## src/rtl/core/djs_pkg.sv

```systemverilog
// shared types and constants of the deadline job sequencer
package djs_pkg;

  localparam int MAX_JOBS_DEF   = 64;
  localparam int DEADLINE_W     = 16;
  localparam int PROFIT_W       = 16;
  localparam int JOB_COUNT_W    = 7;
  localparam int TOTAL_PROFIT_W = 22;

  typedef enum logic [3:0] {
    ST_IDLE,
    ST_INS_CHK,
    ST_INS_CMP,
    ST_CMP_INIT,
    ST_CMP_RD,
    ST_CMP_LOAD,
    ST_CMP_SCAN,
    ST_RESULT
  } state_e;

  // commands from controller to datapath
  typedef struct packed {
    logic load;
    logic write_key;
    logic write_shift;
    logic read_prev;
    logic read_cur;
    logic bump_loaded;
    logic cmp_init;
    logic scan_init;
    logic dec_s;
    logic next_job;
    logic take;
    logic emit;
  } cmd_t;

  // status from datapath to controller
  typedef struct packed {
    logic drop;
    logic last;
    logic j_zero;
    logic less;
    logic i_end;
    logic s_zero;
    logic slot_free;
    logic out_busy;
  } status_t;

endpackage

```

## src/rtl/core/djs_controller.sv

```systemverilog
// control state machine of the deadline job sequencer
module djs_controller (
  input  logic             clk_i,
  input  logic             rst_ni,
  input  logic             in_valid_i,
  output logic             in_stall_o,
  input  djs_pkg::status_t sts_i,
  output djs_pkg::cmd_t    cmd_o
);

  djs_pkg::state_e state_q, state_d;

  always_ff @(posedge clk_i or negedge rst_ni) begin
    if (!rst_ni) begin
      state_q <= djs_pkg::ST_IDLE;
    end else begin
      state_q <= state_d;
    end
  end

  assign in_stall_o = (state_q != djs_pkg::ST_IDLE);

  // next state
  always_comb begin
    state_d = state_q;
    unique case (state_q)
      djs_pkg::ST_IDLE: begin
        if (in_valid_i) state_d = djs_pkg::ST_INS_CHK;
      end
      djs_pkg::ST_INS_CHK: begin
        priority if (sts_i.drop || sts_i.j_zero) begin
          state_d = sts_i.last ? djs_pkg::ST_CMP_INIT : djs_pkg::ST_IDLE;
        end else begin
          state_d = djs_pkg::ST_INS_CMP;
        end
      end
      djs_pkg::ST_INS_CMP: begin
        priority if (sts_i.less) begin
          state_d = djs_pkg::ST_INS_CHK;
        end else begin
          state_d = sts_i.last ? djs_pkg::ST_CMP_INIT : djs_pkg::ST_IDLE;
        end
      end
      djs_pkg::ST_CMP_INIT: state_d = djs_pkg::ST_CMP_RD;
      djs_pkg::ST_CMP_RD: begin
        state_d = sts_i.i_end ? djs_pkg::ST_RESULT : djs_pkg::ST_CMP_LOAD;
      end
      djs_pkg::ST_CMP_LOAD: state_d = djs_pkg::ST_CMP_SCAN;
      djs_pkg::ST_CMP_SCAN: begin
        if (sts_i.s_zero || sts_i.slot_free) state_d = djs_pkg::ST_CMP_RD;
      end
      djs_pkg::ST_RESULT: begin
        if (!sts_i.out_busy) state_d = djs_pkg::ST_IDLE;
      end
      default: state_d = djs_pkg::ST_IDLE;
    endcase
  end

  // commands
  always_comb begin
    cmd_o = '0;
    unique case (state_q)
      djs_pkg::ST_IDLE: begin
        cmd_o.load = in_valid_i;
      end
      djs_pkg::ST_INS_CHK: begin
        priority if (sts_i.drop) begin
          cmd_o = '0;
        end else if (sts_i.j_zero) begin
          cmd_o.write_key   = 1'b1;
          cmd_o.bump_loaded = 1'b1;
        end else begin
          cmd_o.read_prev = 1'b1;
        end
      end
      djs_pkg::ST_INS_CMP: begin
        priority if (sts_i.less) begin
          cmd_o.write_shift = 1'b1;
        end else begin
          cmd_o.write_key   = 1'b1;
          cmd_o.bump_loaded = 1'b1;
        end
      end
      djs_pkg::ST_CMP_INIT: cmd_o.cmp_init = 1'b1;
      djs_pkg::ST_CMP_RD: begin
        cmd_o.read_cur = !sts_i.i_end;
      end
      djs_pkg::ST_CMP_LOAD: cmd_o.scan_init = 1'b1;
      djs_pkg::ST_CMP_SCAN: begin
        priority if (sts_i.s_zero) begin
          cmd_o.next_job = 1'b1;
        end else if (sts_i.slot_free) begin
          cmd_o.take = 1'b1;
        end else begin
          cmd_o.dec_s = 1'b1;
        end
      end
      djs_pkg::ST_RESULT: begin
        cmd_o.emit = !sts_i.out_busy;
      end
      default: cmd_o = '0;
    endcase
  end

endmodule

```

## src/rtl/core/djs_datapath.sv

```systemverilog
// job store, slot map, accumulators and result register
module djs_datapath #(
  parameter int MAX_JOBS = djs_pkg::MAX_JOBS_DEF
) (
  input  logic                                clk_i,
  input  logic                                rst_ni,
  input  djs_pkg::cmd_t                       cmd_i,
  output djs_pkg::status_t                    sts_o,
  input  logic [djs_pkg::DEADLINE_W-1:0]      deadline_i,
  input  logic [djs_pkg::PROFIT_W-1:0]        profit_i,
  input  logic                                last_job_i,
  output logic                                out_valid_o,
  input  logic                                out_stall_i,
  output logic [djs_pkg::JOB_COUNT_W-1:0]     job_count_o,
  output logic [djs_pkg::TOTAL_PROFIT_W-1:0]  total_profit_o
);

  localparam int CNT_W = $clog2(MAX_JOBS + 1);
  localparam int IDX_W = (MAX_JOBS > 1) ? $clog2(MAX_JOBS) : 1;
  localparam int PF_W  = djs_pkg::PROFIT_W;
  localparam int SUM_W = PF_W + CNT_W;

  // job store, kept sorted by descending profit
  logic [CNT_W-1:0] mem_dl [MAX_JOBS];
  logic [PF_W-1:0]  mem_pf [MAX_JOBS];
  logic [CNT_W-1:0] rd_dl_q;
  logic [PF_W-1:0]  rd_pf_q;

  logic [CNT_W-1:0] loaded_q, j_q, i_q, s_q;
  logic [CNT_W-1:0] key_dl_q;
  logic [PF_W-1:0]  key_pf_q;
  logic             key_last_q, drop_q;
  logic [MAX_JOBS-1:0] map_q, map_d;
  logic [CNT_W-1:0] count_q;
  logic [SUM_W-1:0] sum_q;
  logic             out_valid_q;
  logic [djs_pkg::JOB_COUNT_W-1:0]    job_count_q;
  logic [djs_pkg::TOTAL_PROFIT_W-1:0] total_profit_q;

  logic [CNT_W-1:0] jm1, sm1, dl_clamp;
  logic [IDX_W-1:0] waddr, raddr, sidx;
  logic             mem_we, mem_re;
  logic [CNT_W-1:0] wdl;
  logic [PF_W-1:0]  wpf;

  assign jm1   = j_q - CNT_W'(1);
  assign sm1   = s_q - CNT_W'(1);
  assign sidx  = sm1[IDX_W-1:0];
  assign waddr = j_q[IDX_W-1:0];
  assign raddr = cmd_i.read_prev ? jm1[IDX_W-1:0] : i_q[IDX_W-1:0];
  assign mem_we = cmd_i.write_key | cmd_i.write_shift;
  assign mem_re = cmd_i.read_prev | cmd_i.read_cur;
  assign wdl   = cmd_i.write_shift ? rd_dl_q : key_dl_q;
  assign wpf   = cmd_i.write_shift ? rd_pf_q : key_pf_q;

  assign dl_clamp = (deadline_i > djs_pkg::DEADLINE_W'(MAX_JOBS)) ?
                    CNT_W'(MAX_JOBS) : CNT_W'(deadline_i);

  always_ff @(posedge clk_i) begin
    if (mem_we) begin
      mem_dl[waddr] <= wdl;
      mem_pf[waddr] <= wpf;
    end
    if (mem_re) begin
      rd_dl_q <= mem_dl[raddr];
      rd_pf_q <= mem_pf[raddr];
    end
  end

  always_comb begin
    map_d = map_q;
    if (cmd_i.cmp_init || cmd_i.emit) begin
      map_d = '0;
    end else if (cmd_i.take) begin
      map_d[sidx] = 1'b1;
    end
  end

  always_ff @(posedge clk_i or negedge rst_ni) begin
    if (!rst_ni) begin
      loaded_q    <= '0;
      j_q         <= '0;
      i_q         <= '0;
      s_q         <= '0;
      key_last_q  <= 1'b0;
      drop_q      <= 1'b0;
      map_q       <= '0;
      count_q     <= '0;
      sum_q       <= '0;
      out_valid_q <= 1'b0;
    end else begin
      map_q <= map_d;
      if (cmd_i.emit) begin
        loaded_q <= '0;
      end else if (cmd_i.bump_loaded) begin
        loaded_q <= loaded_q + CNT_W'(1);
      end
      if (cmd_i.load) begin
        j_q        <= loaded_q;
        key_last_q <= last_job_i;
        drop_q     <= (loaded_q == CNT_W'(MAX_JOBS));
      end else if (cmd_i.write_shift) begin
        j_q <= jm1;
      end
      if (cmd_i.cmp_init) begin
        i_q <= '0;
      end else if (cmd_i.next_job || cmd_i.take) begin
        i_q <= i_q + CNT_W'(1);
      end
      if (cmd_i.scan_init) begin
        s_q <= rd_dl_q;
      end else if (cmd_i.dec_s) begin
        s_q <= sm1;
      end
      if (cmd_i.cmp_init) begin
        count_q <= '0;
        sum_q   <= '0;
      end else if (cmd_i.take) begin
        count_q <= count_q + CNT_W'(1);
        sum_q   <= sum_q + SUM_W'(rd_pf_q);
      end
      if (cmd_i.emit) begin
        out_valid_q <= 1'b1;
      end else if (!out_stall_i) begin
        out_valid_q <= 1'b0;
      end
    end
  end

  // key payload and result registers
  always_ff @(posedge clk_i) begin
    if (cmd_i.load) begin
      key_dl_q <= dl_clamp;
      key_pf_q <= profit_i;
    end
    if (cmd_i.emit) begin
      job_count_q    <= djs_pkg::JOB_COUNT_W'(count_q);
      total_profit_q <= djs_pkg::TOTAL_PROFIT_W'(sum_q);
    end
  end

  assign sts_o.drop      = drop_q;
  assign sts_o.last      = key_last_q;
  assign sts_o.j_zero    = (j_q == '0);
  assign sts_o.less      = (rd_pf_q < key_pf_q);
  assign sts_o.i_end     = (i_q == loaded_q);
  assign sts_o.s_zero    = (s_q == '0);
  assign sts_o.slot_free = !map_q[sidx];
  assign sts_o.out_busy  = out_valid_q & out_stall_i;

  assign out_valid_o    = out_valid_q;
  assign job_count_o    = job_count_q;
  assign total_profit_o = total_profit_q;

endmodule

```

## src/rtl/core/deadline_job_sequencer_top.sv

```systemverilog
// top level of the deadline job sequencer
// Greedy job sequencing with deadlines. Each request carries one job (deadline,
// profit, last_job); last_job closes the set and starts scheduling. Jobs are
// inserted into a single-port job store kept in descending profit order; each
// stored job with lower profit moves back by one entry, a read in ST_INS_CHK
// followed by a write in ST_INS_CMP. After the last job the store is walked
// once; for each job its deadline is loaded and the slot map is scanned down
// from it, past taken slots, until a free slot is taken or none is left.
// One result (job_count, total_profit) follows each closed set and
// is held in an output register, so the next set can load while that result
// waits. Jobs beyond MAX_JOBS in one set are dropped; deadlines above MAX_JOBS
// act as MAX_JOBS. No clearing pass is needed after reset.
module deadline_job_sequencer_top #(
  parameter int MAX_JOBS = djs_pkg::MAX_JOBS_DEF
) (
  input  logic                                clk_i,
  input  logic                                rst_ni,
  // job request channel
  input  logic                                in_valid_i,
  output logic                                in_stall_o,
  input  logic [djs_pkg::DEADLINE_W-1:0]      deadline_i,
  input  logic [djs_pkg::PROFIT_W-1:0]        profit_i,
  input  logic                                last_job_i,
  // result channel
  output logic                                out_valid_o,
  input  logic                                out_stall_i,
  output logic [djs_pkg::JOB_COUNT_W-1:0]     job_count_o,
  output logic [djs_pkg::TOTAL_PROFIT_W-1:0]  total_profit_o
);

  djs_pkg::cmd_t    cmd;
  djs_pkg::status_t sts;

  // sequencing of load, insertion, scheduling and result hand-off
  djs_controller u_ctrl (
    .clk_i      (clk_i),
    .rst_ni     (rst_ni),
    .in_valid_i (in_valid_i),
    .in_stall_o (in_stall_o),
    .sts_i      (sts),
    .cmd_o      (cmd)
  );

  // job store, slot map and accumulators
  djs_datapath #(
    .MAX_JOBS (MAX_JOBS)
  ) u_dp (
    .clk_i          (clk_i),
    .rst_ni         (rst_ni),
    .cmd_i          (cmd),
    .sts_o          (sts),
    .deadline_i     (deadline_i),
    .profit_i       (profit_i),
    .last_job_i     (last_job_i),
    .out_valid_o    (out_valid_o),
    .out_stall_i    (out_stall_i),
    .job_count_o    (job_count_o),
    .total_profit_o (total_profit_o)
  );

endmodule

```

## config.mk

```make
export PLATFORM = sky130hd
export DESIGN_NAME = deadline_job_sequencer_top
export DESIGN_NICKNAME = d
export VERILOG_FILES = /design/src/rtl/core/djs_pkg.sv /design/src/rtl/core/djs_controller.sv /design/src/rtl/core/djs_datapath.sv /design/src/rtl/core/deadline_job_sequencer_top.sv
export SDC_FILE = /design/constraint.sdc
export NUM_CORES = 2
export LEC_CHECK = 0
export BUFFER_PORTS_ARGS = -buffer_cell sky130_fd_sc_hd__clkbuf_2
export CORE_MARGIN = 2
export CORE_UTILIZATION = 63
export CTS_CLUSTER_SIZE = 10
export DETAILED_ROUTE_END_ITERATION = 7
export PLACE_DENSITY = 0.83
export SLEW_MARGIN = 0
export SYNTH_ARGS = -nofsm -noshare
export SYNTH_HDL_FRONTEND = slang
export SYNTH_SLANG_ARGS = --single-unit
```

## constraint.sdc

```tcl
create_clock -name clk_i -period 6.6 [get_ports clk_i]
set_input_delay 0.66 -clock clk_i [delete_from_list [all_inputs] [get_ports clk_i]]
set_output_delay 0.66 -clock clk_i [all_outputs]
set_load 0.02 [all_outputs]
```

# --- Word-level counts from Yosys, hierarchy flattened ---
# Memories as Yosys holds them, arrays and structs flattened. A register that Yosys moved wholly into a read port is not among the register bits.
# Cells that the tools add are included.
# Widths: inputs -> output; s select.
totals:
  ramBits: 1472
  elab_cells: 116
  regBits: 181
  mem_count: 2
  rom_bits: 0
  in_bits: 37
  latchBits: 0
memory_table:
  columns: ["memory", "depth", "word_bits", "rd", "rd_ports_with_merged_regs", "wr", "line_no", "text"]
  rows:
  - ["u_dp.mem_pf", 64, 16, 1, 1, 1, "djs_datapath.sv:25", "logic [PF_W-1:0] mem_pf [MAX_JOBS];"]
  - ["u_dp.mem_dl", 64, 7, 1, 1, 1, "djs_datapath.sv:24", "logic [CNT_W-1:0] mem_dl [MAX_JOBS];"]
op_classes:
  n_mux: 53
  n_shift: 0
  n_bitwise: 4
  n_mul: 0
  reduce_logical: 19
  magnitude_cmp: 4
  add_sub_neg: 6
  n_eq_ne: 13
  div_mod_pow: 0
ops:
  columns: ["op", "n"]
  rows:
  - ["$mux 64", 2]
  - ["$mux 7", 11]
  - ["$or 64x64->64", 1]
  - ["$mux 23", 2]
  - ["$pmux 4 s8", 1]
  - ["$add 23x16->23", 1]
  - ["$mux 1", 23]
  - ["$add 7x1->7 const B", 3]
  - ["$mux 4", 5]
  - ["$eq 4x3->1 const B", 4]
  - ["$gt 16x7->1 const B", 1]
  - ["$lt 16x16->1", 1]
  - ["$mux 16", 1]
  - ["$logic_not 7->1", 2]
  - ["$sub 7x1->7 const B", 2]
  - ["$reduce_bool 2->1", 6]
  - ["$eq 4x2->1 const B", 2]
  - ["$eq 7x7->1", 1]
  - ["$eq 7x7->1 const B", 1]
  - ["$lt 6x7->1 const B", 1]
  - ["$bmux 1 s6", 1]
  - ["$demux 1 s6", 1]
  - ["$ge 6x1->1 const B", 1]
  - ["$mux 6", 1]
  - ["15 further kinds", 24]

# --- Depth between registers and ports, before layout ---
depth:
  word_depth: 9
  ltp_mapped: 14
  mapped_depth_nobuf: 11

# --- Modules after synthesis ---
# A second synthesis with hierarchy kept.
unflattened:
  hier_cells: 5121
  hier_area_um2: 70983.1
modules_own_cells:
  columns: ["module", "cells_per_inst", "instances", "area_each_um2", "seq_area_each_um2"]
  rows:
  - ["djs_datapath", 5077, 1, 70631.5, 49557.5]
  - ["djs_controller", 44, 1, 351.6, 75.1]

# --- Worst setup path after synthesis ---
# Ideal clock, no wire load.
synth_path:
  path_type: "flip-flop to flip-flop"
  from: "reg u_dp.rd_pf_q[9], read port of u_dp.mem_pf"
  to: "mem u_dp.mem_pf[0][15] in the netlist's numbering, data pin"
  path_slack_ps: 1349
  stages_incl_launch_ff: 12
  setup_time_ps: 702
  arrival_time_ps: 4549
  synth_period_minus_slack_ps: 5251
  path_cell_list: "edfxtp_1 -> ha_1 -> a21o_1 -> a21o_1 -> a2111oi_0 -> o21ai_0 -> a31oi_1 -> o2111a_1 -> clkbuf_1 -> clkbuf_1 -> clkbuf_1 -> o21ai_0"
synth_via:
  elab_chain_len: 4
synth_rtl:
  columns: ["item", "line_no", "text"]
  rows:
  - ["from (decl)", "djs_datapath.sv:27", "logic [PF_W-1:0] rd_pf_q;"]
  - ["$lt 16x16->1", "djs_datapath.sv:145", "assign sts_o.less = (rd_pf_q < key_pf_q);"]
  - ["$mux 1", "djs_controller.sv:77", "priority if (sts_i.less) begin"]
  - ["$pmux 2 s2", "djs_controller.sv:62", "unique case (state_q)"]
  - ["$mux 16", "djs_datapath.sv:54", "assign wpf = cmd_i.write_shift ? rd_pf_q : key_pf_q;"]
  - ["named net u_dp.wpf[15]", "djs_datapath.sv:44", "logic [PF_W-1:0] wpf;"]
  - ["to (decl)", "djs_datapath.sv:25", null]
# The timed path passes the listed nets, and every way through them passes these cells.

# --- Worst setup path in the final report ---
layout_path:
  from: "reg u_dp.j_q[0]"
  to: "reg u_dp.rd_dl_q[1], read port of u_dp.mem_dl, data pin"
layout_via:
  elab_chain_len: 5
  word_cells_on_any_way: 7
  classes_between: "1 x add/sub; 4 x mux; 1 x bitwise; 1 x reduce/logical"
layout_rtl:
  columns: ["item", "line_no", "text"]
  rows:
  - ["from (decl)", "djs_datapath.sv:29", "logic [CNT_W-1:0] loaded_q, j_q, i_q, s_q;"]
  - ["from (signal assigned)", "djs_datapath.sv:99", "j_q <= loaded_q;"]
  - ["from (signal assigned)", "djs_datapath.sv:103", "j_q <= jm1;"]
  - ["branches (longest 5 deep; another with $sub 7x1->7)", null, null]
  - ["to (decl)", "djs_datapath.sv:26", "logic [CNT_W-1:0] rd_dl_q;"]
# Parallel ways; which one is timed is not known.
# A chain may end at the register's enable or synchronous reset.

==> impl_metrics.yaml <==
final_layout:
  nNetsFinal: 5537
  seq_area_um2: 49600
  final_cell_mix: "1,638 x nand2_1, 1,547 x edfxtp_1, 682 x nand3_1"
  fill_cells: 6201
  multiInputGateArea_um2: 16700
  areaGrowthSynthToFinish_pct: 11.6
  final_common_cell: "nand2_1"
  drive_gt1_share_pct: 10.1
clocking:
  tritoncts: "yes"
  clkLatencyLatePin_ns: 0.80
  cts-htree-levels: 4
  cts_buffers: 186
  post-cts-setup-buffer-count: 0
  cts.clk_slew.worst_paths_ns: 0.06
  cts_root_buf: "clkbuf_16"
  cts_buffer_depth: 3
  cts.sink_count: 1674
worst_hold_path:
  min_path_type: "primary input to register"
  worstHoldStart: "profit_i[3]"
  min_to: "u_dp.key_pf_q[3]"
  whs_path_depth: 1
yosys:
  synth_area_leaders: "edfxtp_1 69%, nand2_1 9.1%, nand3_1 5.1%, dfrtp_1 4.7%, nand4_1 1.9%"
  synth_top_area_cell: "edfxtp_1"
  synth_edf_count: 1547
  ys_types: 75
  yosysWarnings: 0
  yosysSeqAreaShare_pct: 73.7
  syn-num-nets: 5427
  synth_area_um2: 67300
  async_flop_share_pct: 7.59
  synthCells: 5351
  avgSynthCellArea_um2: 12.6
  synth-seq-cells: 1674
  synth-main-ff-cell: "edfxtp_1"
  yosysTopAreaCellShare_pct: 69.0
detailed_routing:
  drc: 0
  drt-vias-per-instance: 6.86
  vias: 47425
  drt_iter0_markers: 8745
  ant_nets: 0
  wl_per_cell_um: 28.3
  wirelength_um: 196000
  drt-pass1-iter-count: 7
critical_path:
  crit_fanout: 78
  r2r_slack_ns: 0.74
  timing.rr.end: "u_dp.rd_dl_q[1]"
  end_kind: "register"
  required_ns: 7.26
  critPathKind: "register to register"
  startpoint_type: "register"
  timing.rr.start: "u_dp.j_q[0]"
  arrival_ns: 6.52
  rr_worst_depth: 12
global_route:
  grt-ovfl-total: 0
  grt_max_degree: 152
  grt_pass1_vias: 45877
  antenna_found_initial: 23
  grt.total_usage_pct: 35.7
  grt_pass1_wl_um: 285000
sta:
  setup_slack_ns: 0.744
  clock-skew-final_ns: 0.0314
  period_share_pct: 88.7
  tightest_slew_ns: 1.56
  slew_violations: 5
  timing.final.crit_period_ns: 5.86
  finalHoldViolations: 0
  max_freq_ghz: 0.171
  setup_viol: 0
  finalSetupTns_ns: 0
  rsz0062_at_grt: "false"
  hold_slack_ns: 0.0419
  slew_headroom_pct: -4.89
floorplan:
  fp-row-count: 119
  die_w_um: 331
  dieArea_um2: 109000
  ioPinCount: 68
  initial_core_util_pct: 63.8
  fp.dieH_um: 331
  core-area_um2: 106000
status:
  violations: "capacitance limit, slew limit"
  outcome: "complete, but fails checks"
placed_design:
  place.gp.congestion: 0.935
  dp_hpwl_um: 105000
  dp_slack_ns: 1.19
  port_buffers: 67
power:
  leakage_nw: 26.2
  ir_worst_vdd_mv: 0.450
  power_density_nw_per_um2: 445
job:
  cap_violations: 2
## layout make-up
class                      count  share of cell area [%]
clock inverter                14                   0.278
sequential                  1674                    66.1
tap                         1391                    2.32
clock buffer                 226                    6.45
timing repair buffer         234                    2.44
inverter                      42                   0.210
multi-input combinational   3323                    22.2
antenna                       10                  0.0333
## cells in the mapped netlist (all sizes together), types with 10 or more instances
cell    count
or3        15
nand3     682
ha         38
a31oi     105
nand4     208
dfrtp     127
mux2i      55
nor2      105
and2       10
o21ai     198
or4        26
edfxtp   1547
xnor2      11
xor2       20
inv        41
a21oi      32
nand2    1640
nor3       11
nand2b     16
buf       109
mux2       17
clkbuf    203
## worst max-delay path, stage by stage (launching register included)
cell	delay [ns]
dfrtp_1	0.52
inv_1	0.26
ha_1	0.32
nand2b_1	0.20
o31ai_4	0.64
mux2i_4	1.01
buf_12	0.39
buf_12	0.37
nand2_1	0.11
nand3_1	0.09
nand4_1	0.22
o21ai_0	1.25
or4_1	0.25
## stage by stage
step	power, mW	std cells	instance area (µm²)	utilization, %
2_1_floorplan	20.1	5351	67300	-
3_3_place_gp	23.6	6660	70000	66.3
3_5_place_dp	24.0	6663	70000	66.3
4_1_cts	33.0	6904	75100	71.1
5_1_grt	34.4	6904	75100	71.1
6_report	33.4	6914	75100	71.2
## power by group
| part | internal (mW) | switching [mW] |
|---|---|---|
| registers | 12.9 | 0.558 |
| clock network | 5.10 | 3.92 |
| logic | 2.83 | 8.17 |
| total | 20.8 | 12.6 |
## sequential cells by signal, indices dropped and copies added (netlist names), 3 cells and up
name	cells
u_dp.rd_dl_q	7
u_dp.map_q	64
u_dp.rd_pf_q	16
u_dp.total_profit_o	22
u_dp.i_q	7
u_dp.mem_dl	448
u_dp.sum_q	22
u_dp.count_q	7
u_dp.s_q	7
u_dp.mem_pf	1024
u_dp.j_q	7
u_dp.loaded_q	7
u_dp.job_count_o	7
u_dp.key_pf_q	16
u_dp.key_dl_q	7
u_ctrl.state_q	3
## logic make-up after synthesis
family | Yosys count | synth area share [%]
fa+ha+maj | 39 | 0.736
compound gates | 414 | 3.72
simple gates | 2766 | 18.1
xor+xnor | 31 | 0.426
mux | 73 | 1.14
flops | 1674 | 73.7
buf+inv | 354 | 2.13
## worst max path at each step
stage	startpoint	to	slack (ns)
2_1_floorplan	u_dp.rd_pf_q[9]	u_dp.mem_pf[0][15]	1.35
3_3_place_gp	u_dp.j_q[0]	u_dp.rd_dl_q[6]	0.83
3_5_place_dp	u_dp.j_q[0]	u_dp.rd_pf_q[0]	1.19
4_1_cts	u_dp.j_q[0]	u_dp.rd_pf_q[0]	1.05
5_1_grt	u_dp.j_q[0]	u_dp.rd_dl_q[1]	0.75
6_report	u_dp.j_q[0]	u_dp.rd_dl_q[1]	0.74
## per-layer routing
| layer | vias to the layer above | routed length (µm) | track usage (%) | share of wire (%) |
|---|---|---|---|---|
| met1 | 22634 | 62800 | 44.7 | 32 |
| met2 | 4275 | 88700 | 54.4 | 45 |
| met3 | 893 | 29400 | 10.7 | 15 |
| li1 | 19607 | - | - | - |
| met5 | - | 94 | 0 | 0.048 |
| met4 | 16 | 14700 | 23.9 | 7.5 |
## what timing repair did
item,in CTS,in global routing
hold buffers,1,0
resized for setup,0,0
hold endpoints to repair,55,0
Power figures use the tool's default switching activity.
